File: src/hw/rtl/index_block_entry_parser_assert.svh
// ----------------------------------------------------------------------------
// Assertion macros for the index block entry parser.
// Each macro expects signals named clk and rst_n in the including scope.
// ----------------------------------------------------------------------------
`ifndef INDEX_BLOCK_ENTRY_PARSER_ASSERT_SVH
`define INDEX_BLOCK_ENTRY_PARSER_ASSERT_SVH

// Same-cycle implication, disabled during reset.
`define IBEP_ASSERT_NOW(label, ante, cons, msg) \
  label: assert property (@(posedge clk) disable iff (!rst_n) (ante) |-> (cons)) \
    else $error(msg);

// Next-cycle implication, disabled during reset.
`define IBEP_ASSERT_NEXT(label, ante, cons, msg) \
  label: assert property (@(posedge clk) disable iff (!rst_n) (ante) |=> (cons)) \
    else $error(msg);

`endif

File: src/hw/rtl/ibep_pkg.sv
`timescale 1ns / 1ps
// ----------------------------------------------------------------------------
// ibep_pkg
// Shared widths, register codes and reset values of the index block entry
// parser.
// ----------------------------------------------------------------------------
package ibep_pkg;

  localparam int unsigned KEY_BYTES_MAX = 16;

  localparam int unsigned BYTE_W     = 8;
  localparam int unsigned WORD_W     = 64;
  localparam int unsigned KEY_CFG_W  = 5;
  localparam int unsigned FLD_CFG_W  = 4;
  localparam int unsigned KIB_CFG_W  = 8;
  localparam int unsigned CFG_DATA_W = 8;
  localparam int unsigned BLK_CNT_W  = 18;
  localparam int unsigned ENT_CNT_W  = 6;
  localparam int unsigned KIB_SHIFT  = 10;

  // Configuration register indexes.
  typedef enum logic [1:0] {
    CFG_KEY_BYTES    = 2'd0,
    CFG_SIZE_BYTES   = 2'd1,
    CFG_OFFSET_BYTES = 2'd2,
    CFG_BLOCK_KIB    = 2'd3
  } cfg_reg_t;

  localparam logic [KEY_CFG_W-1:0] KEY_BYTES_RST    = 5'd9;
  localparam logic [FLD_CFG_W-1:0] SIZE_BYTES_RST   = 4'd4;
  localparam logic [FLD_CFG_W-1:0] OFFSET_BYTES_RST = 4'd4;
  localparam logic [KIB_CFG_W-1:0] BLOCK_KIB_RST    = 8'd4;

  localparam logic [FLD_CFG_W-1:0] FLD_BYTES_MAX = 4'd8;

endpackage

File: src/hw/rtl/ibep_if.sv
`timescale 1ns / 1ps
// ----------------------------------------------------------------------------
// ibep_if
// Valid/ready channels of the index block entry parser: the byte stream in
// and the parsed entry out.
// ----------------------------------------------------------------------------
interface ibep_byte_if;
  import ibep_pkg::*;

  logic              valid;
  logic              ready;
  logic [BYTE_W-1:0] data_byte;

  modport source (output valid, output data_byte, input ready);
  modport sink   (input valid, input data_byte, output ready);
endinterface

interface ibep_entry_if;
  import ibep_pkg::*;

  logic              valid;
  logic              ready;
  logic [WORD_W-1:0] key_first;
  logic [WORD_W-1:0] key_second;
  logic [WORD_W-1:0] entry_length;
  logic [WORD_W-1:0] entry_position;

  modport source (output valid, output key_first, output key_second,
                  output entry_length, output entry_position, input ready);
  modport sink   (input valid, input key_first, input key_second,
                  input entry_length, input entry_position, output ready);
endinterface

File: src/hw/rtl/index_block_entry_parser.sv
`timescale 1ns / 1ps
// Latency: a request accepted at one edge shows its entry on out_ch after that same edge.
// Throughput: one byte per cycle while the used-length unit is idle and the output is free.
// After reset and after every configuration write the used-length unit runs a load step,
// then one remainder bit per cycle over 18 bits, with in_ch.ready low.
// Reset is synchronous, active low, and restores all but the output data registers.
// ----------------------------------------------------------------------------
// index_block_entry_parser
// Splits the block region of an index file into entries of key, big-endian
// size and big-endian offset, and emits every entry whose key is not zero.
// ----------------------------------------------------------------------------
module index_block_entry_parser #(
  parameter int unsigned MAX_KEY_BYTES = ibep_pkg::KEY_BYTES_MAX
) (
  input  logic                           clk,
  input  logic                           rst_n,
  input  logic                           cfg_we,
  input  ibep_pkg::cfg_reg_t             cfg_idx,
  input  logic [ibep_pkg::CFG_DATA_W-1:0] cfg_wdata,
  ibep_byte_if.sink                      in_ch,
  ibep_entry_if.source                   out_ch
);
  import ibep_pkg::*;

  localparam int unsigned KeyW = MAX_KEY_BYTES * BYTE_W;
  localparam logic [KEY_CFG_W-1:0] KeyMax = KEY_CFG_W'(MAX_KEY_BYTES);

  // --------------------------------------------------------------------------
  // Configuration registers. A write takes effect at once and also restarts
  // the used-length computation below.
  // --------------------------------------------------------------------------
  logic [KEY_CFG_W-1:0] key_cfg_r;
  logic [FLD_CFG_W-1:0] size_cfg_r;
  logic [FLD_CFG_W-1:0] offs_cfg_r;
  logic [KIB_CFG_W-1:0] kib_cfg_r;

  always_ff @(posedge clk) begin
    if (!rst_n) begin
      key_cfg_r  <= KEY_BYTES_RST;
      size_cfg_r <= SIZE_BYTES_RST;
      offs_cfg_r <= OFFSET_BYTES_RST;
      kib_cfg_r  <= BLOCK_KIB_RST;
    end else if (cfg_we) begin
      unique case (cfg_idx)
        CFG_KEY_BYTES:    key_cfg_r  <= cfg_wdata[KEY_CFG_W-1:0];
        CFG_SIZE_BYTES:   size_cfg_r <= cfg_wdata[FLD_CFG_W-1:0];
        CFG_OFFSET_BYTES: offs_cfg_r <= cfg_wdata[FLD_CFG_W-1:0];
        CFG_BLOCK_KIB:    kib_cfg_r  <= cfg_wdata[KIB_CFG_W-1:0];
        default: ;
      endcase
    end
  end

  // Register values are clamped into their legal ranges before use: a key
  // length of zero acts as one byte, field lengths saturate at eight bytes,
  // and a block length of zero acts as one KiB.
  logic [KEY_CFG_W-1:0] key_len;
  logic [FLD_CFG_W-1:0] size_len;
  logic [FLD_CFG_W-1:0] offs_len;
  logic [KIB_CFG_W-1:0] kib_len;
  logic [ENT_CNT_W-1:0] key_end;
  logic [ENT_CNT_W-1:0] size_end;
  logic [ENT_CNT_W-1:0] ent_len;
  logic [BLK_CNT_W-1:0] blk_len;

  always_comb begin
    if (key_cfg_r == '0) begin
      key_len = KEY_CFG_W'(1);
    end else if (key_cfg_r > KeyMax) begin
      key_len = KeyMax;
    end else begin
      key_len = key_cfg_r;
    end
    size_len = (size_cfg_r > FLD_BYTES_MAX) ? FLD_BYTES_MAX : size_cfg_r;
    offs_len = (offs_cfg_r > FLD_BYTES_MAX) ? FLD_BYTES_MAX : offs_cfg_r;
    kib_len  = (kib_cfg_r == '0) ? KIB_CFG_W'(1) : kib_cfg_r;
    key_end  = ENT_CNT_W'(key_len);
    size_end = key_end + ENT_CNT_W'(size_len);
    ent_len  = size_end + ENT_CNT_W'(offs_len);
    blk_len  = {kib_len, KIB_SHIFT'(0)};
  end

  // --------------------------------------------------------------------------
  // Used-length unit. The bytes of a block that belong to whole entries are
  // blk_len minus (blk_len mod ent_len). The remainder comes from a
  // restoring division that takes one bit of blk_len per cycle, MSB first.
  // Input requests are held off from reset or a configuration write until
  // the new used length is in place.
  // --------------------------------------------------------------------------
  logic                   calc_start_r;
  logic                   calc_busy_r;
  logic [4:0]             calc_bit_r;
  logic [ENT_CNT_W-1:0]   rem_r;
  logic [BLK_CNT_W-1:0]   used_r;
  logic [ENT_CNT_W:0]     rem_trial;
  logic [ENT_CNT_W-1:0]   rem_nxt;

  always_comb begin
    rem_trial = {rem_r, blk_len[calc_bit_r]};
    if (rem_trial >= {1'b0, ent_len}) begin
      rem_nxt = ENT_CNT_W'(rem_trial - {1'b0, ent_len});
    end else begin
      rem_nxt = rem_trial[ENT_CNT_W-1:0];
    end
  end

  always_ff @(posedge clk) begin
    if (!rst_n) begin
      calc_start_r <= 1'b1;
      calc_busy_r  <= 1'b0;
      calc_bit_r   <= '0;
      rem_r        <= '0;
      used_r       <= '0;
    end else if (cfg_we) begin
      calc_start_r <= 1'b1;
    end else if (calc_start_r) begin
      calc_start_r <= 1'b0;
      calc_busy_r  <= 1'b1;
      calc_bit_r   <= 5'(BLK_CNT_W - 1);
      rem_r        <= '0;
    end else if (calc_busy_r) begin
      rem_r <= rem_nxt;
      if (calc_bit_r == '0) begin
        calc_busy_r <= 1'b0;
        used_r      <= blk_len - BLK_CNT_W'(rem_nxt);
      end else begin
        calc_bit_r <= calc_bit_r - 5'd1;
      end
    end
  end

  // --------------------------------------------------------------------------
  // Byte path. Everything for one byte is decided in the cycle of its
  // request: the entry state and the output register are loaded at the same
  // edge, so a new byte can follow in every cycle. The output register acts
  // as the stage between the two channels; the next byte is taken as long
  // as the held entry is being taken at the same edge or none is held.
  // --------------------------------------------------------------------------
  logic                 out_valid_r;
  logic                 in_accept;

  assign in_ch.ready = !calc_start_r && !calc_busy_r && (!out_valid_r || out_ch.ready);
  assign in_accept   = in_ch.valid && in_ch.ready;

  logic [BLK_CNT_W-1:0] blk_cnt_r,  blk_cnt_nxt;
  logic [ENT_CNT_W-1:0] ent_cnt_r,  ent_cnt_nxt;
  logic [KeyW-1:0]      key_r,      key_nxt;
  logic                 nonzero_r,  nonzero_nxt;
  logic [WORD_W-1:0]    len_acc_r,  len_acc_nxt;
  logic [WORD_W-1:0]    pos_acc_r,  pos_acc_nxt;
  logic                 emit;
  logic [ENT_CNT_W:0]   ent_pos_inc;
  logic [BLK_CNT_W:0]   blk_cnt_inc;
  logic [BYTE_W-1:0]    din;
  logic [2*WORD_W-1:0]  key_full;
  logic [KeyW-1:0]      key_emit;
  logic [WORD_W-1:0]    len_emit;
  logic [WORD_W-1:0]    pos_emit;

  always_comb begin
    din         = in_ch.data_byte;
    blk_cnt_nxt = blk_cnt_r;
    ent_cnt_nxt = ent_cnt_r;
    key_nxt     = key_r;
    nonzero_nxt = nonzero_r;
    len_acc_nxt = len_acc_r;
    pos_acc_nxt = pos_acc_r;
    key_emit    = key_r;
    len_emit    = len_acc_r;
    pos_emit    = pos_acc_r;
    emit        = 1'b0;
    ent_pos_inc = {1'b0, ent_cnt_r} + 7'd1;
    blk_cnt_inc = {1'b0, blk_cnt_r} + 19'd1;

    // Bytes past the last whole entry of a block are padding.
    if (blk_cnt_r < used_r) begin
      if (ent_cnt_r < key_end) begin
        for (int unsigned i = 0; i < MAX_KEY_BYTES; i++) begin
          if (ent_cnt_r[3:0] == 4'(i)) begin
            key_nxt[KeyW-1-BYTE_W*i -: BYTE_W] = key_r[KeyW-1-BYTE_W*i -: BYTE_W] | din;
          end
        end
        if (din != '0) begin
          nonzero_nxt = 1'b1;
        end
      end else if (ent_cnt_r < size_end) begin
        len_acc_nxt = {len_acc_r[WORD_W-BYTE_W-1:0], din};
      end else if (ent_cnt_r < ent_len) begin
        pos_acc_nxt = {pos_acc_r[WORD_W-BYTE_W-1:0], din};
      end

      // The fields including this byte, taken before any clearing below.
      key_emit = key_nxt;
      len_emit = len_acc_nxt;
      pos_emit = pos_acc_nxt;

      if (ent_pos_inc >= {1'b0, ent_len}) begin
        // Last byte of an entry: report it unless the key is all zeros.
        emit        = nonzero_nxt;
        ent_cnt_nxt = '0;
        key_nxt     = '0;
        nonzero_nxt = 1'b0;
        len_acc_nxt = '0;
        pos_acc_nxt = '0;
      end else begin
        ent_cnt_nxt = ent_pos_inc[ENT_CNT_W-1:0];
      end
    end

    // A block end drops whatever partial entry is in flight.
    if (blk_cnt_inc >= {1'b0, blk_len}) begin
      blk_cnt_nxt = '0;
      ent_cnt_nxt = '0;
      key_nxt     = '0;
      nonzero_nxt = 1'b0;
      len_acc_nxt = '0;
      pos_acc_nxt = '0;
    end else begin
      blk_cnt_nxt = blk_cnt_inc[BLK_CNT_W-1:0];
    end
  end

  // The key store is left-aligned into the two output words; bytes beyond
  // the store read as zero.
  always_comb begin
    key_full = '0;
    key_full[2*WORD_W-1 -: KeyW] = key_emit;
  end

  always_ff @(posedge clk) begin
    if (!rst_n) begin
      blk_cnt_r <= '0;
      ent_cnt_r <= '0;
      key_r     <= '0;
      nonzero_r <= 1'b0;
      len_acc_r <= '0;
      pos_acc_r <= '0;
    end else if (in_accept) begin
      blk_cnt_r <= blk_cnt_nxt;
      ent_cnt_r <= ent_cnt_nxt;
      key_r     <= key_nxt;
      nonzero_r <= nonzero_nxt;
      len_acc_r <= len_acc_nxt;
      pos_acc_r <= pos_acc_nxt;
    end
  end

  // Output register.
  logic [WORD_W-1:0] key_first_r;
  logic [WORD_W-1:0] key_second_r;
  logic [WORD_W-1:0] length_r;
  logic [WORD_W-1:0] position_r;

  always_ff @(posedge clk) begin
    if (!rst_n) begin
      out_valid_r <= 1'b0;
    end else if (in_accept && emit) begin
      out_valid_r <= 1'b1;
    end else if (out_ch.ready) begin
      out_valid_r <= 1'b0;
    end
  end

  always_ff @(posedge clk) begin
    if (in_accept && emit) begin
      key_first_r  <= key_full[2*WORD_W-1:WORD_W];
      key_second_r <= key_full[WORD_W-1:0];
      length_r     <= len_emit;
      position_r   <= pos_emit;
    end
  end

  assign out_ch.valid          = out_valid_r;
  assign out_ch.key_first      = key_first_r;
  assign out_ch.key_second     = key_second_r;
  assign out_ch.entry_length   = length_r;
  assign out_ch.entry_position = position_r;

  // --------------------------------------------------------------------------
  // Assertions.
  // --------------------------------------------------------------------------
`include "index_block_entry_parser_assert.svh"

  `IBEP_ASSERT_NEXT(a_cfg_holds_input, cfg_we, !in_ch.ready, "byte taken right after a cfg write")
  `IBEP_ASSERT_NOW(a_used_in_block, !calc_start_r && !calc_busy_r, used_r <= blk_len,
                   "used length exceeds block length")
  `IBEP_ASSERT_NOW(a_out_from_accept, $rose(out_valid_r), $past(in_accept),
                   "entry appeared without an accepted byte")
  `IBEP_ASSERT_NOW(a_entry_cnt_range, 1'b1, ent_cnt_r < 6'd32,
                   "entry byte counter beyond longest entry")

endmodule

File: src/flat_wrapper.sv
// flat-port wrapper written by rule: the top's interface ports become plain ports
module index_block_entry_parser_flat import ibep_pkg::*;
#(
  parameter int unsigned MAX_KEY_BYTES = ibep_pkg::KEY_BYTES_MAX
)
  (clk, rst_n, cfg_we, cfg_idx, cfg_wdata, in_ch_valid, in_ch_data_byte, in_ch_ready, out_ch_valid, out_ch_key_first, out_ch_key_second, out_ch_entry_length, out_ch_entry_position, out_ch_ready);
  ibep_byte_if in_ch_i ();
  ibep_entry_if out_ch_i ();
  input  logic clk;
  input  logic rst_n;
  input  logic cfg_we;
  input  ibep_pkg::cfg_reg_t cfg_idx;
  input  logic [ibep_pkg::CFG_DATA_W-1:0] cfg_wdata;
  input wire logic [$bits(in_ch_i.valid)-1:0] in_ch_valid;
  input wire logic [$bits(in_ch_i.data_byte)-1:0] in_ch_data_byte;
  output wire logic [$bits(in_ch_i.ready)-1:0] in_ch_ready;
  output wire logic [$bits(out_ch_i.valid)-1:0] out_ch_valid;
  output wire logic [$bits(out_ch_i.key_first)-1:0] out_ch_key_first;
  output wire logic [$bits(out_ch_i.key_second)-1:0] out_ch_key_second;
  output wire logic [$bits(out_ch_i.entry_length)-1:0] out_ch_entry_length;
  output wire logic [$bits(out_ch_i.entry_position)-1:0] out_ch_entry_position;
  input wire logic [$bits(out_ch_i.ready)-1:0] out_ch_ready;
  assign in_ch_i.valid = in_ch_valid;
  assign in_ch_i.data_byte = in_ch_data_byte;
  assign in_ch_ready = in_ch_i.ready;
  assign out_ch_valid = out_ch_i.valid;
  assign out_ch_key_first = out_ch_i.key_first;
  assign out_ch_key_second = out_ch_i.key_second;
  assign out_ch_entry_length = out_ch_i.entry_length;
  assign out_ch_entry_position = out_ch_i.entry_position;
  assign out_ch_i.ready = out_ch_ready;
  index_block_entry_parser #(.MAX_KEY_BYTES(MAX_KEY_BYTES)) u_core (.clk(clk), .rst_n(rst_n), .cfg_we(cfg_we), .cfg_idx(cfg_idx), .cfg_wdata(cfg_wdata), .in_ch(in_ch_i), .out_ch(out_ch_i));
endmodule
File: config.mk
export PLATFORM = sky130hd
export DESIGN_NAME = index_block_entry_parser_flat
export DESIGN_NICKNAME = d
export VERILOG_FILES = /design/src/hw/rtl/ibep_pkg.sv /design/src/hw/rtl/ibep_if.sv /design/src/hw/rtl/index_block_entry_parser.sv /design/src/flat_wrapper.sv
export VERILOG_INCLUDE_DIRS = /design/src /design/src/hw/rtl
export SDC_FILE = /design/constraint.sdc
export NUM_CORES = 1
export LEC_CHECK = 0
export ABC_AREA = 1
export CAP_MARGIN = 15
export CELL_PAD_IN_SITES_DETAIL_PLACEMENT = 0
export CELL_PAD_IN_SITES_GLOBAL_PLACEMENT = 1
export CORE_MARGIN = 8
export CORE_UTILIZATION = 39
export DETAILED_ROUTE_END_ITERATION = 10
export DONT_BUFFER_PORTS = 1
export HOLD_SLACK_MARGIN = 0.08
export PLACE_DENSITY_LB_ADDON = 0.12
export RECOVER_POWER = 50
export SETUP_SLACK_MARGIN = 0.15
export SLEW_MARGIN = 0
export SYNTH_ARGS = -nofsm -noshare
export SYNTH_HDL_FRONTEND = slang
export SYNTH_SLANG_ARGS = --single-unit
File: constraint.sdc
create_clock -name clk -period 20.3 [get_ports clk]
set_input_delay 2.03 -clock clk [delete_from_list [all_inputs] [get_ports clk]]
set_output_delay 2.03 -clock clk [all_outputs]
set_load 0.02 [all_outputs]
Yosys cells after proc, flatten, opt, wreduce, memory -nomap -nowiden. Index checks and enable logic that the tools add are counted.

Multiplexer cells: 64. Magnitude comparators: 11. Equality and inequality tests: 19. $add $sub $neg: 7. Bitwise gates (word level): 18. Reduce and logical (&&, ||, !) cells: 25.

Operator list (number): $mux W64 (13); $mux W128 (5); $mux W8 (17); $or A8 B8 Y8 (16); $mux W6 (6); $eq A4 B4 Y1 const B (8); $mux W5 (5); $add A18 B1 Y19 const B (1); $ge A19 B18 Y1 (1); $lt A18 B18 Y1 (1); $mux W18 (1); $sub A18 B6 Y18 (1); $eq A4 B3 Y1 const B (4); $ge A7 B6 Y1 (2); $mux W1 (14); $lt A6 B6 Y1 (2); $reduce_and A2 Y1 (6); $logic_not A5 Y1 (2); $eq A4 B2 Y1 const B (2); $gt A4 B4 Y1 const B (2); $logic_not A8 Y1 (1); $mux W4 (2); $reduce_bool A8 Y1 (1); $add A6 B1 Y7 const B (1); other kinds (21) (30).

Logic and storage cells: 164. Output and inout bits: 258. Input bits: 23. Flip-flop bits (word level): 590.

Depth between registers and ports, before layout.
Depth in word-level cells: 12. Gate-level depth with buffers: 33. Gate-level depth less buffers: 33.

Worst setup path before layout. Ideal clock, no wire load.

Kind: input to register. Start point: input port out_ch_ready. End point: register u_core.length_r[0], in the netlist u_core.out_ch.entry_length[0] (enable). Setup time: 0.878 ns. Required time: 19.422 ns. Path buffers: 0. Path slack: 5.528 ns. Data arrival time: 13.894 ns. Stages on the path: 8. Cell sequence: inv_1 -> nand2_1 -> inv_1 -> nor3_1 -> nand2_1 -> inv_1 -> nand3_1 -> nor2_1.

Word-level cells in the longest chain between the ends: 4.

Ends and longest elaborated chain: start, declared (line flat_wrapper.sv:22) `input wire logic [$bits(out_ch_i.ready)-1:0] out_ch_ready;`; $logic_or A1 B1 Y1 (line index_block_entry_parser.sv:142) `assign in_ch.ready = !calc_start_r && !calc_busy_r && (!out_valid_r || out_ch.ready);`; $logic_and A1 B1 Y1 (line index_block_entry_parser.sv:142); net in_ch_ready (line flat_wrapper.sv:16) `output wire logic [$bits(in_ch_i.ready)-1:0] in_ch_ready;`; $logic_and A1 B1 Y1 (line index_block_entry_parser.sv:143) `assign in_accept = in_ch.valid && in_ch.ready;`; $logic_and A1 B1 Y1 (line index_block_entry_parser.sv:265) `if (in_accept && emit) begin`; end signal, assigned (line index_block_entry_parser.sv:268) `length_r <= len_emit;`; end, declared (line index_block_entry_parser.sv:251) `logic [WORD_W-1:0] length_r;`.

The timed path passes the listed nets, and every way through them passes these cells. A chain may end at the register's enable or synchronous reset.

Worst setup path in the final report.
Start point: register u_core.blk_cnt_r[17]. End point: register u_core.position_r[37], in the netlist u_core.out_ch.entry_position[37] (data pin).

Word-level cells in the longest chain between the ends: 2.

Ends and longest elaborated chain: start, declared (line index_block_entry_parser.sv:145) `logic [BLK_CNT_W-1:0] blk_cnt_r, blk_cnt_nxt;`; start signal, assigned (line index_block_entry_parser.sv:239) `blk_cnt_r <= blk_cnt_nxt;`; $lt A18 B18 Y1 (line index_block_entry_parser.sv:176) `if (blk_cnt_r < used_r) begin`; $mux W64 (line index_block_entry_parser.sv:176); net u_core.pos_emit[37] (line index_block_entry_parser.sv:158) `logic [WORD_W-1:0] pos_emit;`; end signal, assigned (line index_block_entry_parser.sv:269) `position_r <= pos_emit;`; end, declared (line index_block_entry_parser.sv:252) `logic [WORD_W-1:0] position_r;`.

The timed path passes the listed nets, and every way through them passes these cells.

==> impl_results.rst <==
.. list-table::
   :header-rows: 1

   * - Metric
     - Value
   * - Number of buffers inserted for hold repair after clock tree synthesis
     - 0
   * - Most frequent cells in the layout
     - 564 x sky130_fd_sc_hd__nand2_1, 422 x sky130_fd_sc_hd__inv_1, 364 x sky130_fd_sc_hd__a21oi_1
   * - Warnings from Yosys
     - 0
   * - Syn Inst Count
     - 3,245
   * - Worst Setup SP
     - u_core.blk_cnt_r[17]
   * - Syn Std Cell Area
     - 27,700 um2
   * - Sequential-to-total area share from yosys stat
     - 0.520
   * - Via count of the first global-routing pass
     - 20,400
   * - Initial cell density of the core
     - 0.394
   * - Commonest non-fill, non-tap cell in the layout
     - sky130_fd_sc_hd__nand2_1
   * - Mean instance size in the synthesized netlist
     - 8.52 um2
   * - Total number of H-tree levels
     - 3
   * - Clock Sink Count
     - 590
   * - Number of max-slew violations in the final report
     - 642
   * - Worst slew margin relative to its limit
     - -1.93
   * - Post-layout instance area
     - 30,300 um2
   * - Violations in the final reports
     - max-capacitance violations, max-slew violations
   * - Leakage
     - 10.7 nW
   * - Shortest period the worst path allows
     - 11.97 ns
   * - Average wire length per cell after detail routing
     - 19.5 um
   * - Register clock-pin slew on the reported worst setup and hold paths
     - 0.06 ns
   * - Period Utilization, post-route
     - 0.590
   * - Count of buffering cells on the critical path with inverters included
     - 3
   * - Hold/Removal Path Class
     - register to register
   * - P&R area growth vs syn
     - 9.53%
   * - Drt drc
     - 0
   * - First-pass GRT wire length
     - 122,000 um
   * - Register-to-register setup slack
     - 8.33 ns
   * - Core region area
     - 70,100 um2
   * - DR iter-0 viols
     - 1,657
   * - Setup TNS Final
     - 0 ns
   * - Number of storage elements in the synthesis netlist
     - 590
   * - Routed wire length
     - 80,700 um
   * - Number of hold-slack violations in the final timing report
     - 0
   * - Share of the synthesized area in the top cell type
     - 0.278
   * - Power Density
     - 91.2 nW/um2
   * - Global placement routability congestion
     - 0.813
   * - Final Setup Violations
     - 0
   * - Antenna-violating nets left
     - 0
   * - Layout cell share with drive strength beyond 1
     - 0.0815
   * - Number of cell rows
     - 97
   * - Number of cell instances on the worst register-to-register path
     - 9
   * - Upper clock frequency limit
     - 83.5 MHz
   * - Total of buffers placed on input and output ports
     - 0
   * - Post-synth net total
     - 3,337
   * - Pwr Total
     - 0.00276 W
   * - WHS Endpoint
     - u_core.key_r[124]
   * - Cell depth of the worst hold path
     - 2
   * - Critical setup path kind
     - register to register
   * - DP Area
     - 28,200 um2
   * - Clock Latency Late Sink
     - 0.60 ns
   * - Number of max-cap violations
     - 9
   * - Count of flip-flops with a built-in enable after synthesis
     - 256
   * - Arrival time reported for the critical path endpoint
     - 12.09 ns
   * - FF-to-FF End
     - u_core.out_ch.entry_position[37]
   * - Crit Path Max Fanout
     - 109
   * - Total global-route track usage
     - 0.195
   * - Hold path start
     - u_core.key_r[124]
   * - Remaining global-route overflow
     - 0
   * - TritonCTS clock tree
     - done
   * - Most used flip-flop cell after synthesis
     - sky130_fd_sc_hd__dfxtp_1
   * - Via density per instance
     - 5.21
   * - Post-CTS Setup Inserts
     - 0
   * - Area of the die
     - 79,700 um2
   * - HPWL after DPL
     - 50,100 um
   * - Antenna violations before repair
     - 0
   * - Top cells by area, synth
     - sky130_fd_sc_hd__edfxtp_1 28%, sky130_fd_sc_hd__dfxtp_1 24%, sky130_fd_sc_hd__nand2_1 7.7%
   * - Setup repair after global routing missed its margin
     - false
   * - Drt first pass iters
     - 6
   * - Critical Path Start Type
     - register
   * - Worst slew pin tran
     - 4.40 ns
   * - Critical-path top delay cell
     - sky130_fd_sc_hd__clkbuf_1
   * - Startpoint of the worst-slack reg-to-reg timing path
     - u_core.blk_cnt_r[17]
   * - Data required time of the critical path
     - 20.42 ns
   * - Category of the worst setup path capture point
     - register
   * - Horizontal die dimension
     - 282 um
   * - Largest net degree at the start of global routing
     - 135
   * - Result of the run
     - finished with violations
   * - Library cell appearing most often on the critical path
     - sky130_fd_sc_hd__clkbuf_1
   * - Clock root buffer master
     - sky130_fd_sc_hd__clkbuf_16
   * - Die Y-Extent
     - 282 um
   * - Worst Skew
     - 0.0229 ns
   * - Net count, final
     - 3,239
   * - Number of gates resized after cts
     - 0
   * - Maximum ir drop on the vdd rail
     - 0.0561 mV
   * - Longest individual stage delay on the worst path
     - 3.24 ns
   * - Diodes inserted
     - 0
   * - Vias after detailed routing
     - 21,600
   * - Total clock buffers created by CTS
     - 68
   * - Cell type with the largest total area after synthesis
     - sky130_fd_sc_hd__edfxtp_1
   * - Count of boundary I/O pins
     - 281
   * - CTS Buffer Depth
     - 3
   * - Netlist cell types
     - 47
   * - Series of cell instances along the critical path
     - ha_1, nand4_1, nor2_1, o2111ai_1, nand3_1, clkbuf_1, clkbuf_1, clkbuf_1, a21oi_1
   * - Share of async-settable or async-resettable flops after synthesis
     - 0
   * - CP delay by family, top
     - buffers and inverters
   * - Filler Cells Inserted
     - 6,969
## cells in the mapped netlist, types with 3 or more instances
library cell,instances
sky130_fd_sc_hd__nor3b_1,3
sky130_fd_sc_hd__buf_6,12
sky130_fd_sc_hd__nand4_1,11
sky130_fd_sc_hd__a21oi_2,110
sky130_fd_sc_hd__inv_2,3
sky130_fd_sc_hd__nor3_1,12
sky130_fd_sc_hd__a21oi_1,364
sky130_fd_sc_hd__xnor2_1,8
sky130_fd_sc_hd__nand3b_1,6
sky130_fd_sc_hd__nor4_1,3
sky130_fd_sc_hd__nor2_2,11
sky130_fd_sc_hd__nand3_1,186
sky130_fd_sc_hd__nand2_2,3
sky130_fd_sc_hd__or2_2,3
sky130_fd_sc_hd__nand2_1,565
sky130_fd_sc_hd__buf_1,20
sky130_fd_sc_hd__ha_1,66
sky130_fd_sc_hd__nor2_1,201
sky130_fd_sc_hd__edfxtp_1,256
sky130_fd_sc_hd__o211ai_1,5
sky130_fd_sc_hd__inv_1,422
sky130_fd_sc_hd__o31ai_1,131
sky130_fd_sc_hd__buf_4,9
sky130_fd_sc_hd__o21ai_0,285
sky130_fd_sc_hd__fa_1,3
sky130_fd_sc_hd__xor2_1,21
sky130_fd_sc_hd__nand3_2,3
sky130_fd_sc_hd__a211oi_1,3
sky130_fd_sc_hd__clkbuf_1,116
sky130_fd_sc_hd__nor2_4,3
sky130_fd_sc_hd__dfxtp_1,334
sky130_fd_sc_hd__o21ai_1,11
sky130_fd_sc_hd__buf_2,38
## metal layers
layer	wire length [um]	global-route usage
met3	4840	0.0421
met4	1640	0.0494
met2	38500	0.325
met1	35700	0.256
met5	0	0
## final cells by class
| class | count | area [um2] | area share |
|---|---|---|---|
| inverters | 426 | 1600 | 0.0529 |
| well taps | 940 | 1180 | 0.0388 |
| flip-flops and latches | 590 | 14400 | 0.475 |
| clock buffers | 91 | 1870 | 0.0618 |
| multi-input cells | 2034 | 10800 | 0.356 |
| repair buffers | 27 | 211 | 0.00698 |
| clock inverters | 35 | 254 | 0.00839 |
## how the worst max path moves through the flow
stage                                  endpoint  slack, ns  cells after the start
6_report       u_core.out_ch.entry_position[37]       8.33                      9
3_3_place_gp                   u_core.nonzero_r      13.07                     12
5_1_grt         u_core.out_ch.entry_position[5]       7.02                     12
4_1_cts                        u_core.nonzero_r      13.65                     12
2_1_floorplan     u_core.out_ch.entry_length[0]       5.53                      8
3_5_place_dp                   u_core.nonzero_r      13.02                     12
## cells by family after synthesis
logic type | share of synthesized area
simple gates | 0.153
xor+xnor | 0.00919
compound gates | 0.196
flops | 0.520
buf+inv | 0.0905
fa+ha+maj | 0.0320
## tightest hold or removal path, cell delays in order, from the launching register on
cell	delay, ns
sky130_fd_sc_hd__dfxtp_1	0.29
sky130_fd_sc_hd__inv_1	0.06
sky130_fd_sc_hd__a21oi_1	0.06
## flip-flops by register name, indices dropped and copies added, names as in the netlist
register	flops
u_core.out_ch.key_first	64
u_core.key_r	128
u_core.out_ch.entry_length	64
u_core.offs_cfg_r	4
u_core.pos_acc_r	64
u_core.calc_busy_r	1
u_core.used_r	18
u_core.nonzero_r	1
u_core.out_ch.key_second	64
u_core.rem_r	6
u_core.len_acc_r	64
u_core.out_ch.valid	1
u_core.calc_bit_r	5
u_core.blk_cnt_r	18
u_core.key_cfg_r	5
u_core.ent_cnt_r	6
u_core.calc_start_r	1
u_core.kib_cfg_r	8
u_core.size_cfg_r	4
u_core.out_ch.entry_position	64
## where the power goes
group          switching (W)  internal, W
Sequential         0.0000100      0.00125
Combinational       0.000243    0.0000859
Clock               0.000494     0.000677
Total               0.000747      0.00202
## stage by stage
step,setup slack [ns],hold slack (ns),instances,utilization
floorplan,5.53,0.430,3245,-
global placement,13.07,0.444,4015,0.402
detailed placement,13.02,0.448,4015,0.402
CTS,13.65,0.458,4141,0.432
global route,7.02,0.480,4143,0.432
finish,8.33,0.460,4143,0.432
No activity file was read; power rests on OpenSTA's default activity.
